--- config.mk ---
export PLATFORM = sky130hd
export DESIGN_NAME = ipv4_header_check_demux
export DESIGN_NICKNAME = d
export VERILOG_FILES = /design/src/design/ihcd_pkg.sv /design/src/design/ihcd_parse.sv /design/src/design/ihcd_queue.sv /design/src/design/ihcd_verdict.sv /design/src/design/ipv4_header_check_demux.sv
export SDC_FILE = /design/constraint.sdc
export NUM_CORES = 1
export LEC_CHECK = 0
export CAP_MARGIN = 20
export CORE_MARGIN = 3
export CORE_UTILIZATION = 67
export CTS_BUF_LIST = sky130_fd_sc_hd__clkbuf_16
export DETAILED_ROUTE_END_ITERATION = 12
export DONT_BUFFER_PORTS = 1
export GPL_TIMING_DRIVEN = 0
export PLACE_DENSITY = 0.91
export SYNTH_ARGS = -nofsm -noshare
export SYNTH_HDL_FRONTEND = slang
export SYNTH_SLANG_ARGS = --single-unit
export TNS_END_PERCENT = 30
--- constraint.sdc ---
create_clock -name clk -period 12 [get_ports clk]
set_clock_uncertainty 0.05 [all_clocks]
set_input_delay 0.6 -clock clk [delete_from_list [all_inputs] [get_ports clk]]
set_output_delay 0.6 -clock clk [all_outputs]
set_load 0.005 [all_outputs]
--- src/design/ihcd_pkg.sv ---
// ----------------------------------------------------------------------------
// ihcd_pkg: shared types and constants for the IPv4 header check / demux
// Word structs, header record passed from parser to verdict stage, codes.
// ----------------------------------------------------------------------------
package ihcd_pkg;

  localparam int MAX_CONNS_DEF   = 8;
  localparam int QUEUE_DEPTH_DEF = 2;
  localparam int ADDR_W          = 5;
  localparam int DATA_W          = 64;

  localparam logic [4:0]  MIN_HDR_WORDS  = 5'd10;
  localparam logic [15:0] BASE_HDR_BYTES = 16'd20;
  localparam logic [4:0]  CKSUM_POS      = 5'd5;
  localparam logic [4:0]  LAST_POS       = 5'd31;

  // status codes
  localparam logic [2:0] ST_DELIVERED  = 3'd0;
  localparam logic [2:0] ST_BAD_LENGTH = 3'd1;
  localparam logic [2:0] ST_BAD_VER    = 3'd2;
  localparam logic [2:0] ST_BAD_CKSUM  = 3'd3;
  localparam logic [2:0] ST_NOT_OURS   = 3'd4;
  localparam logic [2:0] ST_FRAGMENT   = 3'd5;
  localparam logic [2:0] ST_NO_HANDLER = 3'd6;

  // register indexes (paddr[4:3])
  localparam logic [1:0] REG_LOCAL_ADDR = 2'd0;
  localparam logic [1:0] REG_CONN_COUNT = 2'd1;
  localparam logic [1:0] REG_CONN_PROTO = 2'd2;
  localparam logic [1:0] REG_CONN_HNDL  = 2'd3;

  typedef struct packed {
    logic [15:0] header_word;
    logic [15:0] frame_length;
    logic        first_word;
  } in_word_t;

  typedef struct packed {
    logic [2:0]  status;
    logic [7:0]  protocol;
    logic [31:0] source_address;
    logic [15:0] payload_length;
    logic [2:0]  connection_index;
  } out_word_t;

  // everything the verdict needs, captured at the last header word
  typedef struct packed {
    logic        short_hdr;
    logic [15:0] rx_len;
    logic [15:0] tot_len;
    logic [3:0]  version;
    logic [15:0] sum;
    logic [15:0] cksum;
    logic [31:0] dst;
    logic        frag;
    logic [7:0]  proto;
    logic [31:0] src;
  } hdr_rec_t;

  typedef struct packed {
    logic [31:0] local_addr;
    logic [3:0]  conn_count;
    logic [63:0] conn_protos;
    logic [7:0]  conn_handled;
  } cfg_regs_t;

endpackage

--- src/design/ihcd_parse.sv ---
// ----------------------------------------------------------------------------
// ihcd_parse: header word parser
// Tracks word position, folds the ones-complement sum and captures fields;
// emits one header record on the last header word.
// ----------------------------------------------------------------------------
module ihcd_parse (
  input  logic              clk,
  input  logic              rst_n,
  input  logic              in_valid,
  output logic              in_ready,
  input  ihcd_pkg::in_word_t in_data,
  input  logic              q_full,
  output logic              rec_push,
  output ihcd_pkg::hdr_rec_t rec_data
);
  import ihcd_pkg::*;

  logic [4:0]  word_idx_r, word_idx_nxt;
  logic [4:0]  hdr_words_r, hdr_words_nxt;
  logic [15:0] sum_r, sum_nxt;
  logic [15:0] rx_len_r, rx_len_nxt;
  logic [3:0]  version_r, version_nxt;
  logic [15:0] tot_len_r, tot_len_nxt;
  logic        frag_r, frag_nxt;
  logic [7:0]  proto_r, proto_nxt;
  logic [15:0] cksum_r, cksum_nxt;
  logic [31:0] src_r, src_nxt;
  logic [31:0] dst_r, dst_nxt;

  logic        in_fire;
  logic [4:0]  pos;
  logic        start;
  logic [4:0]  end_w;
  logic [15:0] base_sum;
  logic [16:0] sum17;
  logic [15:0] folded;
  logic        in_range;
  logic        last;

  assign in_ready = !q_full;
  assign in_fire  = in_valid && in_ready;

  always_comb begin
    pos      = in_data.first_word ? 5'd0 : word_idx_r;
    start    = (pos == 5'd0);
    hdr_words_nxt = start ? {in_data.header_word[11:8], 1'b0} : hdr_words_r;
    end_w    = (hdr_words_nxt < MIN_HDR_WORDS) ? MIN_HDR_WORDS : hdr_words_nxt;
    base_sum = start ? 16'd0 : sum_r;
    sum17    = {1'b0, base_sum} + {1'b0, in_data.header_word};
    folded   = sum17[15:0] + {15'd0, sum17[16]};   // end-around carry
    in_range = (pos < end_w);
    last     = in_range && (({1'b0, pos} + 6'd1) == {1'b0, end_w});
  end

  always_comb begin
    word_idx_nxt = (pos == LAST_POS) ? LAST_POS : pos + 5'd1;
    rx_len_nxt   = start ? in_data.frame_length : rx_len_r;
    version_nxt  = start ? in_data.header_word[15:12] : version_r;
    sum_nxt      = base_sum;
    tot_len_nxt  = tot_len_r;
    frag_nxt     = frag_r;
    proto_nxt    = proto_r;
    cksum_nxt    = cksum_r;
    src_nxt      = src_r;
    dst_nxt      = dst_r;
    if (in_range) begin
      if (pos != CKSUM_POS) sum_nxt = folded;
      case (pos)
        5'd1: tot_len_nxt = in_data.header_word;
        5'd3: frag_nxt    = (in_data.header_word[13:0] != 14'd0);
        5'd4: proto_nxt   = in_data.header_word[7:0];
        5'd5: cksum_nxt   = in_data.header_word;
        5'd6: src_nxt[31:16] = in_data.header_word;
        5'd7: src_nxt[15:0]  = in_data.header_word;
        5'd8: dst_nxt[31:16] = in_data.header_word;
        5'd9: dst_nxt[15:0]  = in_data.header_word;
        default: ;
      endcase
    end
  end

  always_ff @(posedge clk) begin
    if (!rst_n) begin
      word_idx_r <= '0;
    end else if (in_fire) begin
      word_idx_r <= word_idx_nxt;
    end
  end

  always_ff @(posedge clk) begin
    if (in_fire) begin
      hdr_words_r <= hdr_words_nxt;
      sum_r       <= sum_nxt;
      rx_len_r    <= rx_len_nxt;
      version_r   <= version_nxt;
      tot_len_r   <= tot_len_nxt;
      frag_r      <= frag_nxt;
      proto_r     <= proto_nxt;
      cksum_r     <= cksum_nxt;
      src_r       <= src_nxt;
      dst_r       <= dst_nxt;
    end
  end

  assign rec_push = in_fire && last;

  always_comb begin
    rec_data.short_hdr = (hdr_words_nxt < MIN_HDR_WORDS);
    rec_data.rx_len    = rx_len_nxt;
    rec_data.tot_len   = tot_len_nxt;
    rec_data.version   = version_nxt;
    rec_data.sum       = sum_nxt;
    rec_data.cksum     = cksum_nxt;
    rec_data.dst       = dst_nxt;
    rec_data.frag      = frag_nxt;
    rec_data.proto     = proto_nxt;
    rec_data.src       = src_nxt;
  end

endmodule

--- src/design/ihcd_queue.sv ---
// ----------------------------------------------------------------------------
// ihcd_queue: header record queue
// Small circular FIFO between parser and verdict stage.
// ----------------------------------------------------------------------------
module ihcd_queue #(
  parameter int DEPTH = ihcd_pkg::QUEUE_DEPTH_DEF
) (
  input  logic               clk,
  input  logic               rst_n,
  input  logic               push,
  input  ihcd_pkg::hdr_rec_t push_data,
  output logic               full,
  input  logic               pop,
  output logic               head_valid,
  output ihcd_pkg::hdr_rec_t head_data
);
  import ihcd_pkg::*;

  localparam int PW = (DEPTH > 1) ? $clog2(DEPTH) : 1;
  localparam int CW = $clog2(DEPTH + 1);
  localparam logic [PW-1:0] LAST_SLOT = PW'(DEPTH - 1);

  hdr_rec_t        slot_r [DEPTH];
  logic [PW-1:0]   wr_ptr_r, wr_ptr_nxt;
  logic [PW-1:0]   rd_ptr_r, rd_ptr_nxt;
  logic [CW-1:0]   count_r, count_nxt;
  logic            do_push, do_pop;

  assign full       = (count_r == CW'(DEPTH));
  assign head_valid = (count_r != '0);
  assign head_data  = slot_r[rd_ptr_r];
  assign do_push    = push && !full;
  assign do_pop     = pop && head_valid;

  always_comb begin
    wr_ptr_nxt = wr_ptr_r;
    rd_ptr_nxt = rd_ptr_r;
    count_nxt  = count_r;
    if (do_push) wr_ptr_nxt = (wr_ptr_r == LAST_SLOT) ? '0 : wr_ptr_r + 1'b1;
    if (do_pop)  rd_ptr_nxt = (rd_ptr_r == LAST_SLOT) ? '0 : rd_ptr_r + 1'b1;
    if (do_push && !do_pop) count_nxt = count_r + 1'b1;
    else if (do_pop && !do_push) count_nxt = count_r - 1'b1;
  end

  always_ff @(posedge clk) begin
    if (!rst_n) begin
      wr_ptr_r <= '0;
      rd_ptr_r <= '0;
      count_r  <= '0;
    end else begin
      wr_ptr_r <= wr_ptr_nxt;
      rd_ptr_r <= rd_ptr_nxt;
      count_r  <= count_nxt;
    end
  end

  always_ff @(posedge clk) begin
    if (do_push) slot_r[wr_ptr_r] <= push_data;
  end

endmodule

--- src/design/ihcd_verdict.sv ---
// ----------------------------------------------------------------------------
// ihcd_verdict: verdict and protocol demux
// Applies the checks in priority order, looks up the connection table and
// holds the result word in an output register.
// ----------------------------------------------------------------------------
module ihcd_verdict #(
  parameter int MAX_CONNS = ihcd_pkg::MAX_CONNS_DEF
) (
  input  logic                clk,
  input  logic                rst_n,
  input  ihcd_pkg::cfg_regs_t cfg,
  input  logic                rec_valid,
  input  ihcd_pkg::hdr_rec_t  rec,
  output logic                rec_pop,
  output logic                out_valid,
  input  logic                out_ready,
  output ihcd_pkg::out_word_t out_data
);
  import ihcd_pkg::*;

  logic        out_valid_r;
  out_word_t   out_data_r, out_data_nxt;
  logic [3:0]  n_conns;
  logic        found;
  logic        handled;
  logic [2:0]  match_idx;

  assign rec_pop = rec_valid && (!out_valid_r || out_ready);

  // first matching entry below the effective count decides
  always_comb begin
    n_conns   = (cfg.conn_count > 4'(MAX_CONNS)) ? 4'(MAX_CONNS) : cfg.conn_count;
    found     = 1'b0;
    handled   = 1'b0;
    match_idx = 3'd0;
    for (int i = 0; i < MAX_CONNS; i++) begin
      if (!found && (4'(i) < n_conns) && (cfg.conn_protos[8*i +: 8] == rec.proto)) begin
        found     = 1'b1;
        handled   = cfg.conn_handled[i];
        match_idx = 3'(i);
      end
    end
  end

  always_comb begin
    out_data_nxt.protocol         = rec.proto;
    out_data_nxt.source_address   = rec.src;
    out_data_nxt.payload_length   = (rec.tot_len > BASE_HDR_BYTES) ?
                                    rec.tot_len - BASE_HDR_BYTES : 16'd0;
    out_data_nxt.connection_index = 3'd0;
    if (rec.short_hdr || (rec.rx_len < rec.tot_len)) begin
      out_data_nxt.status = ST_BAD_LENGTH;
    end else if (rec.version != 4'd4) begin
      out_data_nxt.status = ST_BAD_VER;
    end else if (rec.cksum != ~rec.sum) begin
      out_data_nxt.status = ST_BAD_CKSUM;
    end else if ((rec.dst != cfg.local_addr) && (rec.dst[7:0] != 8'd0)) begin
      // zero last octet counts as broadcast
      out_data_nxt.status = ST_NOT_OURS;
    end else if (rec.frag) begin
      out_data_nxt.status = ST_FRAGMENT;
    end else if (found && handled) begin
      out_data_nxt.status           = ST_DELIVERED;
      out_data_nxt.connection_index = match_idx;
    end else begin
      out_data_nxt.status = ST_NO_HANDLER;
    end
  end

  always_ff @(posedge clk) begin
    if (!rst_n) begin
      out_valid_r <= 1'b0;
    end else if (rec_pop) begin
      out_valid_r <= 1'b1;
    end else if (out_ready) begin
      out_valid_r <= 1'b0;
    end
  end

  always_ff @(posedge clk) begin
    if (rec_pop) out_data_r <= out_data_nxt;
  end

  assign out_valid = out_valid_r;
  assign out_data  = out_data_r;

endmodule

--- src/design/ipv4_header_check_demux.sv ---
// ----------------------------------------------------------------------------
// ipv4_header_check_demux: IPv4 header check and protocol demultiplexer
// Parses header words, checks length/version/checksum/address/fragment and
// picks the receiving connection for the protocol.
// ----------------------------------------------------------------------------
//  port group   dir    payload       accepted when
//  in_*         in     in_word_t     in_valid & in_ready
//  out_*        out    out_word_t    out_valid & out_ready
//  p* (APB)     in     64-bit regs   psel & penable & pwrite (pready = 1)
//
// One header word per cycle while the queue is not full; after the last header
// word the record is queued, then the verdict is registered at the output.
// The queue of header records decouples the parser from a stalled output;
// the parser stalls only when the queue is full.
// Synchronous active-low reset clears positions, queue, output valid and config registers.
// ----------------------------------------------------------------------------
module ipv4_header_check_demux #(
  parameter int MAX_CONNS   = ihcd_pkg::MAX_CONNS_DEF,
  parameter int QUEUE_DEPTH = ihcd_pkg::QUEUE_DEPTH_DEF
) (
  input  logic                          clk,
  input  logic                          rst_n,
  input  logic                          in_valid,
  output logic                          in_ready,
  input  ihcd_pkg::in_word_t            in_data,
  output logic                          out_valid,
  input  logic                          out_ready,
  output ihcd_pkg::out_word_t           out_data,
  input  logic                          psel,
  input  logic                          penable,
  input  logic                          pwrite,
  input  logic [ihcd_pkg::ADDR_W-1:0]   paddr,
  input  logic [ihcd_pkg::DATA_W-1:0]   pwdata,
  output logic [ihcd_pkg::DATA_W-1:0]   prdata,
  output logic                          pready
);
  import ihcd_pkg::*;

  cfg_regs_t cfg_r;
  logic      cfg_wr;
  logic [1:0] reg_idx;

  logic      q_full, rec_push, rec_valid, rec_pop;
  hdr_rec_t  rec_in, rec_head;

  assign pready  = 1'b1;
  assign reg_idx = paddr[4:3];
  assign cfg_wr  = psel && penable && pwrite && pready;

  always_ff @(posedge clk) begin
    if (!rst_n) begin
      cfg_r <= '0;
    end else if (cfg_wr) begin
      case (reg_idx)
        REG_LOCAL_ADDR: cfg_r.local_addr   <= pwdata[31:0];
        REG_CONN_COUNT: cfg_r.conn_count   <= pwdata[3:0];
        REG_CONN_PROTO: cfg_r.conn_protos  <= pwdata;
        REG_CONN_HNDL:  cfg_r.conn_handled <= pwdata[7:0];
        default: ;
      endcase
    end
  end

  always_comb begin
    case (reg_idx)
      REG_LOCAL_ADDR: prdata = {32'd0, cfg_r.local_addr};
      REG_CONN_COUNT: prdata = {60'd0, cfg_r.conn_count};
      REG_CONN_PROTO: prdata = cfg_r.conn_protos;
      REG_CONN_HNDL:  prdata = {56'd0, cfg_r.conn_handled};
      default:        prdata = '0;
    endcase
  end

  ihcd_parse u_parse (
    .clk      (clk),
    .rst_n    (rst_n),
    .in_valid (in_valid),
    .in_ready (in_ready),
    .in_data  (in_data),
    .q_full   (q_full),
    .rec_push (rec_push),
    .rec_data (rec_in)
  );

  ihcd_queue #(
    .DEPTH (QUEUE_DEPTH)
  ) u_queue (
    .clk        (clk),
    .rst_n      (rst_n),
    .push       (rec_push),
    .push_data  (rec_in),
    .full       (q_full),
    .pop        (rec_pop),
    .head_valid (rec_valid),
    .head_data  (rec_head)
  );

  ihcd_verdict #(
    .MAX_CONNS (MAX_CONNS)
  ) u_verdict (
    .clk       (clk),
    .rst_n     (rst_n),
    .cfg       (cfg_r),
    .rec_valid (rec_valid),
    .rec       (rec_head),
    .rec_pop   (rec_pop),
    .out_valid (out_valid),
    .out_ready (out_ready),
    .out_data  (out_data)
  );

endmodule
==> results of run 1 <==
-- power by group through the flow --
| stage | clock [mW] | sequential (mW) | combinational [mW] |
|---|---|---|---|
| 4_1_cts | 1.76 | 2.80 | 1.29 |
| 6_report | 1.75 | 2.80 | 1.31 |
| 3_3_place_gp | 0 | 2.87 | 1.16 |
| 3_5_place_dp | 0 | 2.84 | 1.27 |
| 5_1_grt | 1.84 | 2.82 | 1.40 |
| 2_1_floorplan | 0 | 2.82 | 0.906 |
-- kinds of logic (layout without fill, tap and decap cells) --
| logic type | after synthesis | count (layout) | share of synthesized area [%] |
|---|---|---|---|
| xor gates and xnor gates | 164 | 164 | 5.39 |
| muxes | 284 | 284 | 12.0 |
| DFF | 611 | 611 | 63.7 |
| adders and majority gates | 48 | 48 | 2.26 |
| other | 1 | 2 | 0.0139 |
| AOI/OAI and AO/OA | 226 | 226 | 5.28 |
| buffers and inverters | 121 | 235 | 1.85 |
| and+or+nand+nor | 545 | 545 | 9.60 |
-- registers in the layout, indices dropped and copies added, names as in the netlist, 16 cells and up, named ones only --
| name | cells |
|---|---|
| u_queue.slot_r | 284 |
| cfg_r | 108 |
| u_verdict.out_data | 62 |
| u_parse.dst_r | 32 |
| u_parse.src_r | 32 |
| u_parse.cksum_r | 16 |
| u_parse.rx_len_r | 16 |
| u_parse.sum_r | 16 |
| u_parse.tot_len_r | 16 |
-- synthesized netlist by cell type, types with 7 or more instances --
library cell / instances / area share, %
mux2i_4: 8 / 0.67
dfxtp_1: 119 / 8.8
nor2b_1: 7 / 0.16
xnor2_1: 98 / 3.2
inv_1: 40 / 0.56
o21ai_0: 29 / 0.54
and2_1: 57 / 1.3
and3_1: 12 / 0.28
nand2b_1: 14 / 0.32
a21oi_1: 119 / 2.2
nand3_1: 25 / 0.46
nand4_1: 27 / 0.63
nor2_1: 94 / 1.3
nor4_1: 27 / 0.63
edfxtp_1: 492 / 55
a21o_1: 9 / 0.25
mux2i_1: 90 / 3.3
mux2_2: 181 / 7.6
ha_1: 47 / 2.2
nand2_1: 234 / 3.3
nor3_1: 23 / 0.43
xor2_1: 65 / 2.1
clkbuf_1: 63 / 0.88
-- metal layers --
metal | routed length, µm | global-route usage (%)
met4 | 3500 | 16.0
met3 | 7340 | 7.01
met1 | 25300 | 41.3
met2 | 32900 | 52.6
met5 | 0 | 0
-- final timing paths --
| kind | slack (ps) | end | cells after the start |
|---|---|---|---|
| min reg2reg | 430 | cfg_r[57] | 2 |
| min | 70 | cfg_r[49] | 2 |
| max | 5470 | u_queue.slot_r[0][103] | 23 |
| max reg2reg | 5470 | u_queue.slot_r[0][103] | 23 |
-- final cells by class --
type                            count  area (µm²)  area share [%]
Inverter                           41         164           0.554
Antenna cell                        1        2.50         0.00846
Sequential cell                   611       17200            58.0
Timing Repair Buffer                6         158           0.533
Tap cell                          518         648            2.19
Multi-Input combinational cell   1268        9310            31.5
Clock buffer                       59        1480            4.99
Buffer                             80         344            1.16
Clock inverter                     49         328            1.11
-- stage by stage --
step	utilization (%)	total power, mW	instance area [µm²]	setup WS [ps]	cells
after global placement	70.4	4.04	27600	1930	2518
after CTS	75.5	5.85	29600	5590	2632
after global routing	75.5	6.06	29600	4970	2632
final	75.5	5.86	29600	5470	2633
after detailed placement	70.9	4.10	27800	5140	2524
after floorplan	-	3.73	27000	4460	2000
==> impl_metrics.json, run 1 <==
{
  "status": "finished clean",
  "internal_power_mw": 4.17,
  "endpoint_kind": "flop",
  "ir_drop_mv": 0.123,
  "critPathTopFamily": "compound AO/OA/AOI/OAI gates",
  "routedWlPerCell_um": 26.2,
  "cts_buffer_depth": 3,
  "cp.required_ps": 12290,
  "hold_slack_ps": 70.5,
  "fin_crit_sh_pct": 54.4,
  "n_fill_cell": 2233,
  "vias_per_cell": 6.53,
  "power_frac_comb_pct": 22.3,
  "io_pins": 238,
  "setup_viol": 0,
  "critical-path-slowest-cell": "clkbuf_1",
  "synth_edf_count": 492,
  "dr.pass1.iters": 5,
  "p_switching_mw": 1.69,
  "syn-num-nets": 2157,
  "cts_resized": 0,
  "hold_start": "pwdata[41]",
  "ant_nets": 0,
  "worstSetupPathType": "reg -> reg",
  "insertion_delay_ps": 610,
  "synth_warnings": 0,
  "seqPwrFrac_pct": 47.8,
  "first_iter_violations": 2075,
  "start_util_pct": 68.8,
  "vias": 17200,
  "dp_hpwl_mm": 45.3,
  "syn2layout_area_growth_pct": 9.78,
  "max-slew-margin-rel_pct": 39.2,
  "synthesis.area_um2": 27000,
  "die_w_um": 207,
  "grt_pass1_wl_mm": 103,
  "rows": 72,
  "antenna_found_initial": 2,
  "numCtsBuffers": 57,
  "period_needed_ps": 6530,
  "grt_max_degree": 99,
  "clkSlewWorstSetupHoldPaths_ps": 70,
  "synthArstFlopShare_pct": 0,
  "synth.avg_cell_area_um2": 13.5,
  "worst_slew_pin_slew_ps": 912,
  "tritoncts": "built",
  "die_area_um2": 42700,
  "regToRegStartpoint": "u_parse.word_idx_r[3]",
  "wirelength_mm": 69.0,
  "cp_max_fo": 10,
  "p_sw_share_pct": 28.8,
  "core_area_um2": 39200,
  "finalMaxSlewViolations": 0,
  "htree_num_levels": 2,
  "grt_pass1_vias": 17300,
  "grtUsageTotal_pct": 32.2,
  "fin_tns_setup_ps": 0,
  "max_stage_delay_ps": 590,
  "synthCells": 2000,
  "drcViolationCount": 0,
  "maxCapViolCount": 0,
  "ys_types": 76,
  "fmax_mhz": 153,
  "root_buffer": "clkbuf_16",
  "finalHoldViolCount": 0,
  "nNetsFinal": 2222,
  "leakage_nw": 10.1,
  "rsz0062_at_grt": "no",
  "crit_path_start_kind": "flop",
  "ys_seq_elements": 611,
  "synthFlopType": "edfxtp_1",
  "powerDensity_nw_per_um2": 198,
  "crit_start": "u_parse.word_idx_r[3]",
  "hold_path_class": "in -> reg",
  "layout_commonest_cell": "edfxtp_1",
  "layout-drive-gt1-share_pct": 15.1,
  "final_cell_mix": "edfxtp_1, nand2_1, mux2_2",
  "globalRouteOverflowTotal": 0,
  "numPortBuffers": 0,
  "cts_num_sinks": 611,
  "postCtsHoldBufs": 0,
  "place_congestion": 0.918,
  "die_h_um": 207,
  "synth_seq_area_share_pct": 63.7,
  "critPathBufInv": 3,
  "clkPwrFrac_pct": 29.9,
  "crit_chain": "clkbuf_1 -> nor3_1 -> o21ai_1 -> clkbuf_1 -> clkbuf_1 -> and2_1 -> ha_1 -> a211oi_1 -> o21ai_1 -> a221o_1 -> a41o_1 -> o21ai_0 -> nand2_1 -> a21o_1 -> a21o_1 -> ha_1 -> ha_1 -> and2_1 -> nand4_1 -> nor3_1 -> nand3_1 -> xnor2_1 -> o21ai_0",
  "cp.arrival_ps": 6810,
  "cts_setup_buffers": 0
}
Power figures use the tool's default switching activity.
==> run 2: changes to the inputs <==
--- a/config.mk
+++ b/config.mk
@@ -7,12 +7,12 @@
 export LEC_CHECK = 0
 export CAP_MARGIN = 20
 export CORE_MARGIN = 3
-export CORE_UTILIZATION = 67
+export CORE_UTILIZATION = 58
 export CTS_BUF_LIST = sky130_fd_sc_hd__clkbuf_16
 export DETAILED_ROUTE_END_ITERATION = 12
 export DONT_BUFFER_PORTS = 1
 export GPL_TIMING_DRIVEN = 0
-export PLACE_DENSITY = 0.91
+export PLACE_DENSITY = 0.84
 export SYNTH_ARGS = -nofsm -noshare
 export SYNTH_HDL_FRONTEND = slang
 export SYNTH_SLANG_ARGS = --single-unit
==> constraint.sdc (replaced) <==
create_clock -name clk -period 6 [get_ports clk]
set_clock_uncertainty 0.05 [all_clocks]
set_input_delay 0.3 -clock clk [delete_from_list [all_inputs] [get_ports clk]]
set_output_delay 0.3 -clock clk [all_outputs]
set_load 0.005 [all_outputs]
==> run 2 against run 1 <==
Effect of this change: design area increased by 3.8%; sequential power up 100%; global-route usage down 4.2 points; largest power group unchanged; die area rose by 15%; first-iteration DRC count is 7.0% lower; power up 100%.
==> impl_metrics.json, run 2 (synthesis gave the netlist of run 1 again) <==
{
  "cp.required_ps": 6220,
  "cts_setup_buffers": 0,
  "endpoint_kind": "flop",
  "ir_drop_mv": 0.358,
  "core_area_um2": 45700,
  "maxCapViolCount": 0,
  "n_fill_cell": 3096,
  "worstSetupPathType": "reg -> reg",
  "largest_reg_flops": 284,
  "clkSlewWorstSetupHoldPaths_ps": 60,
  "wirelength_mm": 70.5,
  "period_needed_ps": 5740,
  "die_area_um2": 49100,
  "top_register": "u_queue.slot_r",
  "antenna_found_initial": 3,
  "rsz0062_at_grt": "no",
  "setup_viol": 0,
  "finalPower_mw": 11.8,
  "max_stage_delay_ps": 810,
  "final_cell_mix": "edfxtp_1, nand2_1, mux2_2",
  "crit_path_start_kind": "flop",
  "start_util_pct": 59.0,
  "layout-drive-gt1-share_pct": 14.6,
  "grt_pass1_vias": 17600,
  "numCtsBuffers": 60,
  "tritoncts": "built",
  "antenna_cells": 0,
  "finalMaxSlewViolations": 0,
  "die_w_um": 222,
  "vias": 17300,
  "grt_pass1_wl_mm": 106,
  "hold_slack_ps": 37.0,
  "worst_slew_pin_slew_ps": 949,
  "die_h_um": 222,
  "cp_max_fo": 65,
  "fin_crit_sh_pct": 95.7,
  "dr.pass1.iters": 5,
  "first_iter_violations": 1929,
  "cts_buffer_depth": 3,
  "status": "finished clean",
  "vias_per_cell": 6.15,
  "numPortBuffers": 0,
  "leakage_nw": 10.5,
  "drcViolationCount": 0,
  "grt_max_degree": 96,
  "critPathTopFamily": "simple AND/OR/NAND/NOR gates",
  "cts_num_sinks": 611,
  "rows": 78,
  "io_pins": 238,
  "nNetsFinal": 2322,
  "routedWlPerCell_um": 25.1,
  "syn2layout_area_growth_pct": 14.0,
  "dp_hpwl_mm": 45.7,
  "powerDensity_nw_per_um2": 383,
  "ant_nets": 0,
  "max-slew-margin-rel_pct": 36.2,
  "globalRouteOverflowTotal": 0,
  "fmax_mhz": 174,
  "critPathBufInv": 4,
  "finalHoldViolCount": 0,
  "final_cell_count_no_fill": 2812,
  "hold_path_class": "in -> reg",
  "root_buffer": "clkbuf_16",
  "place_ws_ps": -613,
  "grtUsageTotal_pct": 28.1,
  "place_congestion": 0.928,
  "crit_chain": "nand2b_1 -> ha_1 -> o21ai_2 -> mux2i_1 -> inv_1 -> o21ai_0 -> inv_1 -> ha_1 -> nor2b_1 -> o21a_1 -> o21a_1 -> o21ai_1 -> nand2b_1 -> nor4b_1 -> and3_4 -> buf_16 -> buf_16",
  "cp.arrival_ps": 5960,
  "placedCellCount": 2606,
  "insertion_delay_ps": 620,
  "htree_num_levels": 2,
  "layout_commonest_cell": "edfxtp_1",
  "critical-path-slowest-cell": "nor4b_1",
  "final.setup.worst_slack_ps": 260
}
## run 2: cell type report
class | count | area (µm²) | area share, %
flip-flops and latches | 611 | 17200 | 55.9
plain buffers | 78 | 348 | 1.13
well taps | 600 | 751 | 2.44
multi-input cells | 1268 | 9320 | 30.4
repair buffers | 105 | 1140 | 3.72
inverters | 41 | 166 | 0.542
clock inverters | 48 | 300 | 0.978
clock buffers | 61 | 1530 | 4.97
## run 2: path summary, 6_finish.rpt
kind	start	endpoint	slack (ps)	depth (start not counted)
min reg2reg	cfg_r[28]	cfg_r[28]	430	2
max	u_parse.word_idx_r[1]	u_queue.slot_r[1][80]	260	17
max reg2reg	u_parse.word_idx_r[1]	u_queue.slot_r[1][80]	260	17
min	in_data[25]	u_parse.frag_r	40	3
## run 2: repair_timing
action,in CTS,in global routing
setup endpoints to repair,33,87
resized for setup,4,7
hold endpoints to repair,489,0
hold buffers,99,0
## run 2: tightest hold or removal path: stages
cell	delay [ps]
nor4_1	30
nand4_1	80
mux2_2	180
## run 2: layer usage
metal / vias to the layer above / track usage (%) / share of wire, %
met2: 821 / 46.3 / 48
met3: 194 / 5.27 / 7.8
met1: 8599 / 36.6 / 39
li1: 7665 / - / -
met5: - / 0 / 0.018
met4: 2 / 12.7 / 5.0
## run 2: where the power goes
part           total, mW  switching, mW  internal (mW)
Combinational       2.65           1.63           1.02
Sequential          5.59          0.186           5.40
Clock               3.53           1.57           1.96
## run 2: metrics by stage
| step | instance area (µm²) | setup TNS (ps) | util (%) |
|---|---|---|---|
| floorplan | 27000 | -103080 | - |
| global placement | 27700 | -703570 | 60.7 |
| detailed placement | 27900 | -18730 | 61.0 |
| CTS | 30700 | 0 | 67.2 |
| global route | 30700 | 0 | 67.2 |
| finish | 30700 | 0 | 67.2 |
